--- src/rtl/core/mep_pkg.sv ---
// Shared types and constants of the escape-time pixel block.
// No dependencies; imported by the top level, mep_front, mep_queue and mep_back.
`default_nettype none

package mep_pkg;

	// default sizes
	localparam int COORD_BITS_DEF = 12;
	localparam int FRAC_BITS_DEF  = 27;

	// depth of the queue between the coordinate mapper and the iteration engine
	localparam int QUEUE_DEPTH = 2;

	// register indexes of the write port
	typedef enum logic [7:0] {
		REG_REAL_START = 8'd0,
		REG_IMAG_START = 8'd1,
		REG_REAL_STEP  = 8'd2,
		REG_IMAG_STEP  = 8'd3,
		REG_ITER_LIMIT = 8'd4
	} reg_idx_t;

	// register reset values
	localparam logic signed [31:0] REAL_START_RST = -32'sd281857229;
	localparam logic signed [31:0] IMAG_START_RST = 32'sd174483046;
	localparam logic [30:0]        REAL_STEP_RST  = 31'd651135;
	localparam logic [30:0]        IMAG_STEP_RST  = 31'd728530;
	localparam logic [15:0]        ITER_LIMIT_RST = 16'd1000;

	// mapped point c, both parts signed fixed point
	typedef struct packed {
		logic signed [31:0] cre;
		logic signed [31:0] cim;
	} point_t;

	// queue status seen by both sides
	typedef struct packed {
		logic empty;
		logic full;
	} q_stat_t;

endpackage

`default_nettype wire

--- src/rtl/core/mep_queue.sv ---
// Short flip-flop queue of mapped points between front and back.
// Depends on mep_pkg.
`default_nettype none

module mep_queue #(
	parameter int DEPTH = mep_pkg::QUEUE_DEPTH
) (
	input  wire logic            clk,
	input  wire logic            arst_n,
	input  wire logic            wr,
	input  wire mep_pkg::point_t wr_pt,
	input  wire logic            rd,
	output mep_pkg::point_t      rd_pt,
	output mep_pkg::q_stat_t     stat
);
	import mep_pkg::*;

	localparam int AW = (DEPTH > 1) ? $clog2(DEPTH) : 1;
	localparam int CW = $clog2(DEPTH + 1);

	point_t        slot_q [DEPTH];
	logic [AW-1:0] wp_q, rp_q;
	logic [CW-1:0] cnt_q;

	assign stat.empty = (cnt_q == CW'(0));
	assign stat.full  = (cnt_q == CW'(DEPTH));
	assign rd_pt      = slot_q[rp_q];

	// pointers and fill count
	always_ff @(posedge clk or negedge arst_n) begin
		if (!arst_n) begin
			wp_q  <= '0;
			rp_q  <= '0;
			cnt_q <= '0;
		end else begin
			if (wr) wp_q <= (wp_q == AW'(DEPTH - 1)) ? '0 : wp_q + AW'(1);
			if (rd) rp_q <= (rp_q == AW'(DEPTH - 1)) ? '0 : rp_q + AW'(1);
			if (wr && !rd)      cnt_q <= cnt_q + CW'(1);
			else if (rd && !wr) cnt_q <= cnt_q - CW'(1);
		end
	end

	// storage
	always_ff @(posedge clk) begin
		if (wr) slot_q[wp_q] <= wr_pt;
	end

endmodule

`default_nettype wire

--- config.mk ---
export PLATFORM = sky130hd
export DESIGN_NAME = mep_queue
export DESIGN_NICKNAME = d
export VERILOG_FILES = /design/src/rtl/core/mep_pkg.sv /design/src/rtl/core/mep_queue.sv
export SDC_FILE = /design/constraint.sdc
export NUM_CORES = 1
export LEC_CHECK = 0
export ABC_AREA = 0
export BUFFER_PORTS_ARGS = -buffer_cell sky130_fd_sc_hd__buf_2
export CAP_MARGIN = 30
export CORE_MARGIN = 3
export CORE_UTILIZATION = 47
export DETAILED_ROUTE_END_ITERATION = 7
export PLACE_DENSITY_LB_ADDON = 0.1
export SETUP_SLACK_MARGIN = 0.15
export SYNTH_ARGS = -nofsm -noshare
export SYNTH_HDL_FRONTEND = slang
export SYNTH_SLANG_ARGS = --single-unit
--- constraint.sdc ---
create_clock -name clk -period 3.7 [get_ports clk]
set_clock_uncertainty 0.15 [all_clocks]
set_input_delay 1.11 -clock clk [delete_from_list [all_inputs] [get_ports clk]]
set_output_delay 1.11 -clock clk [all_outputs]
set_load 0.01 [all_outputs]
==> impl_metrics.tcl <==
set metrics [dict create \
    worstRegToRegCells 2 \
    num_rows 37 \
    drcViolationCount 0 \
    start_util 0.4854 \
    finalSetupTns_ns 0 \
    wl_per_cell_um 16.99 \
    synth_area_per_cell_um2 23.31 \
    min_period_ns 3.210 \
    powerDensity_nw_per_um2 816.4 \
    first_global_vias 2485 \
    area_growth_pct 29.06 \
    slowest_stage "dfrtp_4" \
    core_area_um2 10320 \
    status "finished, final reports clean" \
    io_buffers 133 \
    antenna_found_initial 1 \
    drive_above_1_share 0.6148 \
    syn_nets 284 \
    rsz0062_at_grt "no" \
    crit_required_ns 2.44 \
    worstPathMaxFanout 23 \
    drt_first_pass_iters 4 \
    num_vias 2431 \
    min_path_type "primary input to async pin" \
    drt_wl_total_um 8752 \
    cts_tree "built" \
    synth.area.top_cells "edfxtp_1 (77%), mux2_4 (15%), mux2_2 (3.1%)" \
    yosysSeqAreaShare 0.7870 \
    busiest_layer "met2" \
    ant_nets 0 \
    grt_use_total 0.1486 \
    fin_area_um2 6467 \
    path_clk_slew_ns 0.06 \
    grtUsageMet1 0.1688 \
    fillers 767 \
    max_freq_mhz 311.5 \
    htree_levels 4 \
    netlist_instances 215 \
    crit_chain "buf_12, mux2_4, buf_2" \
    cts_buffer_depth 2 \
    dr.first_iter.drc_count 107 \
    die_w_um 109.3 \
    min_period_over_period 0.8675 \
    place_congestion 0.6696 \
    use_met2 0.2404 \
    die_h_um 109.3 \
    timing.final.hold_violations 0 \
    layout_commonest_cell "buf_2" \
    ys_types 13 \
    hpwl_um 5753 \
    cts_resized 0 \
    worst_slew_pin_slew_ns 0.4335 \
    viasPerCell 4.720 \
    numCtsBuffers 17 \
    clk_latency_ns 0.50 \
    ys_ff_latch 132 \
    crit_path_start_kind "register" \
    syn_area_um2 5011 \
    grt-ovfl-total 0 \
    place_area_um2 5837 \
    maxCapViolations 0 \
    met3_usage 0.06513 \
    die_area_um2 11940 \
    maxSlewViolCount 0 \
    synth_top_cell_by_area "edfxtp_1" \
    ir_drop_v 0.0005197 \
    crit_type "register to output port" \
    max_stage_delay_ns 0.68 \
    yosysWarningCount 0 \
    finalSetupViolCount 0 \
    diodes 0 \
    cts.sinks 132 \
    slew_headroom 0.7110 \
    cp.arrival_ns 1.95 \
    cts-root-buf "clkbuf_8" \
    grt_pass1_wl_um 12720 \
    most-common-layout-cells "buf_2 (133), edfxtp_1 (128), mux2_4 (50), clkbuf_16 (16), mux2_2 (14)" \
    layout.nets 435 \
    yosys.area.top_type_share 0.7670 \
    grt_max_degree 45 \
    leakagePower_uw 0.002625 \
    io_pins 134 \
    cts_hold_buf 0 \
    endpoint_kind "output port" \
]
-- critical path: cells and delay by family (launching register included) --
family / cells / cell delay, ns
multiplexers: 1 / 0.32
flip-flops: 1 / 0.68
buffers and inverters: 2 / 0.41
-- timing repair --
item | in CTS | in global routing
setup endpoints to repair | 0 | 22
endpoints found under the hold margin | 0 | 0
setup buffers | 0 | 1
-- synth_stat cells --
cell,instances
ha_1,1
buf_6,6
xor2_1,4
mux2_2,14
and2_1,1
nor2b_1,2
xnor2_1,1
buf_2,1
nor2_1,2
dfrtp_1,4
mux2_4,50
inv_1,1
edfxtp_1,128
-- where the power goes --
part / leakage (uW) / internal [uW] / switching [uW]
logic: 0.00108 / 759 / 679
clock network: 0.000297 / 1150 / 554
registers: 0.00125 / 1990 / 146
-- flip-flops by register name (all words and copies together) (netlist names) --
register and flops:
wp_q 1, slot_q 128, rp_q 1, cnt_q 2
-- area by class of cell --
class	count	area (um2)	share of cell area
sequential	132	3948	0.6104
multi-input combinational	75	999.7	0.1546
timing repair buffer	139	735.7	0.1138
clock buffer	20	425.4	0.06578
clock inverter	12	185.2	0.02863
tap	136	170.2	0.02631
inverter	1	3.754	0.0005804
-- per-stage QoR --
stage	cells	total power [uW]	utilization	hold WS, ns	setup WS [ns]
3_3_place_gp	482	3584	0.5654	0.3228	0.7188
3_5_place_dp	482	3609	0.5654	0.3284	0.7155
2_1_floorplan	215	3139	-	0.3063	0.3290
6_report	515	5280	0.6265	0.2480	0.4902
5_1_grt	515	5517	0.6265	0.2206	0.4155
4_1_cts	514	5326	0.6245	0.2236	0.1653
-- logic make-up after synthesis --
group                    Yosys count  share of synthesized area
XOR/XNOR                           5                   0.008739
adder cells (fa/ha/maj)            1                   0.002496
buffers and inverters              8                    0.01523
flip-flops                       132                     0.7870
multiplexers                      64                     0.1813
AND/OR/NAND/NOR                    5                   0.005244
-- final timing paths --
check | from | endpoint | slack, ns
setup / recovery | rp_q | rd_pt[53] | 0.49
hold / removal | arst_n | cnt_q[1] | 0.25
setup reg to reg | wp_q | slot_q[1][28] | 2.07
hold reg to reg | cnt_q[1] | cnt_q[1] | 0.36
max in group asynchronous | arst_n | rp_q | 3.01
min in group clk | cnt_q[1] | cnt_q[1] | 0.36
-- routing by layer --
metal	part of all wire	vias to the layer above
met5	0.0015	-
met1	0.40	1184
met2	0.52	85
met3	0.080	7
li1	-	1153
met4	0.0065	2
Power figures use the tool's default switching activity.
