<file path="src/rtl/core/mep_pkg.sv">
// Shared types and constants of the escape-time pixel block.
// No dependencies; imported by the top level, mep_front, mep_queue and mep_back.
`default_nettype none

package mep_pkg;

	// default sizes
	localparam int COORD_BITS_DEF = 12;
	localparam int FRAC_BITS_DEF  = 27;

	// depth of the queue between the coordinate mapper and the iteration engine
	localparam int QUEUE_DEPTH = 2;

	// register indexes of the write port
	typedef enum logic [7:0] {
		REG_REAL_START = 8'd0,
		REG_IMAG_START = 8'd1,
		REG_REAL_STEP  = 8'd2,
		REG_IMAG_STEP  = 8'd3,
		REG_ITER_LIMIT = 8'd4
	} reg_idx_t;

	// register reset values
	localparam logic signed [31:0] REAL_START_RST = -32'sd281857229;
	localparam logic signed [31:0] IMAG_START_RST = 32'sd174483046;
	localparam logic [30:0]        REAL_STEP_RST  = 31'd651135;
	localparam logic [30:0]        IMAG_STEP_RST  = 31'd728530;
	localparam logic [15:0]        ITER_LIMIT_RST = 16'd1000;

	// mapped point c, both parts signed fixed point
	typedef struct packed {
		logic signed [31:0] cre;
		logic signed [31:0] cim;
	} point_t;

	// queue status seen by both sides
	typedef struct packed {
		logic empty;
		logic full;
	} q_stat_t;

endpackage

`default_nettype wire

</file>
<file path="src/rtl/core/mep_front.sv">
// Front part: accepts pixel requests and maps them to points of the plane.
// Depends on mep_pkg; feeds mep_queue.
`default_nettype none

module mep_front #(
	parameter int COORD_BITS = mep_pkg::COORD_BITS_DEF
) (
	input  wire logic                  clk,
	input  wire logic                  arst_n,
	input  wire logic                  push,
	output logic                       full,
	input  wire logic [COORD_BITS-1:0] column,
	input  wire logic [COORD_BITS-1:0] line,
	input  wire logic signed [31:0]    real_start,
	input  wire logic signed [31:0]    imag_start,
	input  wire logic [30:0]           real_step,
	input  wire logic [30:0]           imag_step,
	input  wire mep_pkg::q_stat_t      q_stat,
	output logic                       q_push,
	output mep_pkg::point_t            q_data
);
	import mep_pkg::*;

	localparam int PW = COORD_BITS + 31;
	localparam int SW = PW + 2;
	localparam logic signed [SW-1:0] SAT_HI = SW'(64'sh7FFF_FFFF);
	localparam logic signed [SW-1:0] SAT_LO = -SAT_HI - SW'(1);

	logic                  v_s1, v_s2;
	logic [COORD_BITS-1:0] col_s1, row_s1;
	logic [PW-1:0]         pre_s2, pim_s2;
	logic                  s1_adv, s2_adv;
	logic signed [SW-1:0]  sum_re, sum_im;

	// stall chain
	assign s2_adv = !v_s2 || !q_stat.full;
	assign s1_adv = !v_s1 || s2_adv;
	assign full   = !s1_adv;
	assign q_push = v_s2 && !q_stat.full;

	// control
	always_ff @(posedge clk or negedge arst_n) begin
		if (!arst_n) begin
			v_s1 <= 1'b0;
			v_s2 <= 1'b0;
		end else begin
			if (s1_adv) v_s1 <= push;
			if (s2_adv) v_s2 <= v_s1;
		end
	end

	// payload: capture, then one multiply per part
	always_ff @(posedge clk) begin
		if (push && s1_adv) begin
			col_s1 <= column;
			row_s1 <= line;
		end
		if (v_s1 && s2_adv) begin
			pre_s2 <= PW'(col_s1) * PW'(real_step);
			pim_s2 <= PW'(row_s1) * PW'(imag_step);
		end
	end

	// offset from the start point and clamp to 32 bits
	always_comb begin
		sum_re = SW'(real_start) + $signed({2'b00, pre_s2});
		sum_im = SW'(imag_start) - $signed({2'b00, pim_s2});
		if (sum_re > SAT_HI)      q_data.cre = 32'sh7FFF_FFFF;
		else if (sum_re < SAT_LO) q_data.cre = 32'sh8000_0000;
		else                      q_data.cre = sum_re[31:0];
		if (sum_im > SAT_HI)      q_data.cim = 32'sh7FFF_FFFF;
		else if (sum_im < SAT_LO) q_data.cim = 32'sh8000_0000;
		else                      q_data.cim = sum_im[31:0];
	end

endmodule

`default_nettype wire

</file>
<file path="config.mk">
export PLATFORM = sky130hd
export DESIGN_NAME = mep_front
export DESIGN_NICKNAME = d
export VERILOG_FILES = /design/src/rtl/core/mep_pkg.sv /design/src/rtl/core/mep_front.sv
export SDC_FILE = /design/constraint.sdc
export NUM_CORES = 2
export LEC_CHECK = 0
export ABC_AREA = 0
export CORE_ASPECT_RATIO = 0.75
export CORE_MARGIN = 4
export CORE_UTILIZATION = 58
export CTS_CLUSTER_SIZE = 25
export DETAILED_ROUTE_END_ITERATION = 10
export DONT_BUFFER_PORTS = 1
export MAX_ROUTING_LAYER = met4
export PLACE_DENSITY = 0.76
export REMOVE_ABC_BUFFERS = 1
export SLEW_MARGIN = 20
export SYNTH_ARGS = -nofsm -noshare
export SYNTH_HDL_FRONTEND = slang
export SYNTH_SLANG_ARGS = --single-unit
</file>
<file path="constraint.sdc">
create_clock -name clk -period 7.4 [get_ports clk]
set_clock_uncertainty 0.1 [all_clocks]
set_input_delay 1.11 -clock clk [delete_from_list [all_inputs] [get_ports clk]]
set_output_delay 1.11 -clock clk [all_outputs]
set_load 0.02 [all_outputs]
</file>
==> impl_metrics.ini <==
[setup_path]
critical-path-max-stage-delay_ps = 610
arrival_ps = 7020
end_kind = flip-flop
cp_common_cell = fa_1
path_class = primary input to flip-flop
critical_path.cell_chain = and2_1 -> fa_1 -> inv_1 -> fa_1 -> inv_1 -> fa_1 -> fa_1 -> inv_1 -> fa_1 -> inv_1 -> ha_1 -> a21oi_1 -> o211ai_1 -> or2_2 -> o41ai_2 -> a211o_1 -> a21oi_1 -> o211a_1 -> a31oi_1 -> a211o_1 -> or4b_2 -> o311ai_0
startpoint_type = primary input
slowest_stage = or4b_2
required_ps = 7470
path_max_fanout = 12

[die]
die_h_microns = 210
initial_core_util_pct = 59.2
ioPinCount = 221
die-area_sq_mm = 0.0584
rows = 73
fp.dieW_microns = 278
core_area_sq_mm = 0.0534

[power_and_ir_drop]
power_mw = 17.3
power_density_mw_per_mm2 = 526
p_leak_nw = 16.3
peakVddDrop_v = 0.000403

[synth]
synth.distinct_cells = 86
ys_warn_count = 0
async_flop_share_pct = 1.79
avgSynthCellArea_sq_um = 8.66
syn_inst = 3653
ys.flop_type = edfxtp_1
syn_area_sq_mm = 0.0316
yosysSeqAreaShare_pct = 10.6
synth_edf_count = 110
ys_ff_latch = 112

[cts]
numCtsBuffers = 9
ctsHtreeMaxLevel = 3
cts_root_buf = clkbuf_16
clockBufferDepth = 2
clock_sinks = 112
ctsHoldBuffers = 0
cts.reportedPaths.clkPinSlew_ps = 80
worstSkewPairLatency_ps = 390
tritoncts = done

[timing]
slew_viol_final = 0
worst_pin_slew_ps = 818
hold_slack_ps = 306
maxSlewHeadroom_pct = 45.4
fin_crit_ps = 6950
rsz0062_at_grt = no
period_share_pct = 93.9
final.setup.tns_ps = 0
worst_slack_ps = 451
timing.final.hold_violations = 0
fmaxAchievable_ghz = 0.144
finalSetupViolCount = 0

[worst_hold_path]
hold_class = primary input to asynchronous set/reset pin

[place]
pre_cts_ws_ps = -65.8
post_dp_cell_area_sq_mm = 0.0324
place.gp.congestion = 0.968
dpl.hpwl_microns = 66700
place_inst = 4267
io_buffer_count = 0

[route]
vias = 24400
detail-route-antenna-nets = 0
drc = 0
avgViaCountPerCell = 5.69
wire_per_inst_microns = 18.9
drt_iter0_markers = 2013
routed_wl_microns = 80900
drtPass1Iterations = 5

[global_routing]
grt_first_pass_wirelength_microns = 131000
grt_antenna_before_repair = 3
gr-total-overflow = 0
grt_max_degree = 49
grt_pass1_vias = 24500
track_usage_pct = 28.9

[status]
status = complete, no violations

[final_layout]
fin_util_pct = 61.4
nets = 4558
drive_gt1_share_pct = 4.00
stdcell_count = 4291
multi_input_area_sq_mm = 0.0248
seqCellArea_sq_mm = 0.00335
nFillCells = 4608
postLayoutCellArea_sq_mm = 0.0328
area_growth_pct = 3.75

[flow_run]
cap_violations = 0
[cells in the mapped netlist (16+ instances only)]
cell	instances	area, sq um
inv_1	742	2790
nand2_1	621	2330
fa_1	582	11700
ha_1	250	3130
and2_1	221	1380
clkbuf_1	161	604
a21oi_1	153	766
edfxtp_1	110	3300
o21ai_0	110	551
xnor2_1	103	902
nor2_1	72	270
a21o_1	68	510
xor2_1	43	377
o21bai_1	32	240
nand3_1	29	145
nand4_1	28	175
o21ai_1	28	140
nor3_1	25	125
o21a_1	22	165
a211oi_1	20	150
o211ai_1	19	143
and3_1	16	100
[cells in the final DEF, fill, tap and decap left out, drive strengths merged, types with 22 or more instances in the layout]
cell / netlist / routed
nand4: 28 / 28
and2: 223 / 223
o21a: 22 / 22
fa: 582 / 582
edfxtp: 110 / 110
nor2: 72 / 72
a21o: 69 / 69
o21ai: 142 / 142
nand3: 29 / 29
buf: 10 / 79
inv: 742 / 747
xor2: 43 / 43
xnor2: 103 / 103
nand2: 621 / 621
a21oi: 154 / 154
ha: 250 / 250
o21bai: 32 / 32
nor3: 25 / 25
[layout make-up]
cell class / instances / area share (%)
clock inverter: 7 / 0.206
tap: 712 / 2.71
clock buffer: 9 / 0.686
multi-input combinational: 2627 / 75.7
antenna: 3 / 0.0229
timing repair buffer: 79 / 2.01
inverter: 742 / 8.49
sequential: 112 / 10.2
[cells by family (layout without fill, tap and decap cells)]
| family | count (synthesis) | in the layout | synth area share, % |
|---|---|---|---|
| AOI/OAI and AO/OA | 559 | 559 | 11.5 |
| xor gates and xnor gates | 146 | 146 | 4.04 |
| other | 0 | 3 | 0 |
| DFF | 112 | 112 | 10.6 |
| and+or+nand+nor | 1087 | 1087 | 16.0 |
| adders and majority gates | 832 | 832 | 46.7 |
| muxes | 3 | 3 | 0.0989 |
| buffers and inverters | 914 | 837 | 11.1 |
[layer usage]
layer	global-route usage (%)	wire, microns	vias to the layer above
met5	-	0	-
met4	6.20	1870	0
met3	8.32	9450	140
met2	40.2	33000	1231
met1	42.4	36600	11800
li1	-	-	11200
[sequential cells by signal, indices dropped and copies added, names as in the netlist]
| register | cells |
|---|---|
| v_s2 | 1 |
| pim_s2 | 43 |
| col_s1 | 12 |
| pre_s2 | 43 |
| v_s1 | 1 |
| row_s1 | 12 |
[where the power goes]
part           leakage [nW]  internal, mW  switching [mW]  total [mW]
Sequential             1.08          1.60          0.0883        1.69
Clock                 0.142         0.240           0.296       0.536
Combinational          15.0          6.28            8.77        15.0
Total                  16.3          8.12            9.16        17.3
[critical path, delay by kind of cell]
kind,cells,cell delay (ps)
and+or+nand+nor,3,1120
buffers and inverters,4,200
AOI/OAI and AO/OA,9,1800
adders and majority gates,6,2760
[worst paths after layout]
check | to | from | depth (start not counted) | slack [ps]
worst min-delay path | v_s1$_DFFE_PN0N_ | arst_n | 0 | 310
worst max register to register | pim_s2[39]$_DFFE_PP_ | row_s1[11]$_DFFE_PP_ | 20 | 450
worst min register to register | v_s2$_DFFE_PN0P_ | v_s1$_DFFE_PN0N_ | 1 | 390
max in group asynchronous | v_s2$_DFFE_PN0P_ | arst_n | 0 | 6830
worst max-delay path | pim_s2[39]$_DFFE_PP_ | imag_step[5] | 22 | 450
min in group clk | v_s2$_DFFE_PN0P_ | v_s1$_DFFE_PN0N_ | 1 | 390
[repair_timing]
action,4_1_cts,5_1_grt
buffers inserted,0,5
resized for setup,0,1
endpoints found under the setup margin,0,1
Power figures use the tool's default switching activity.
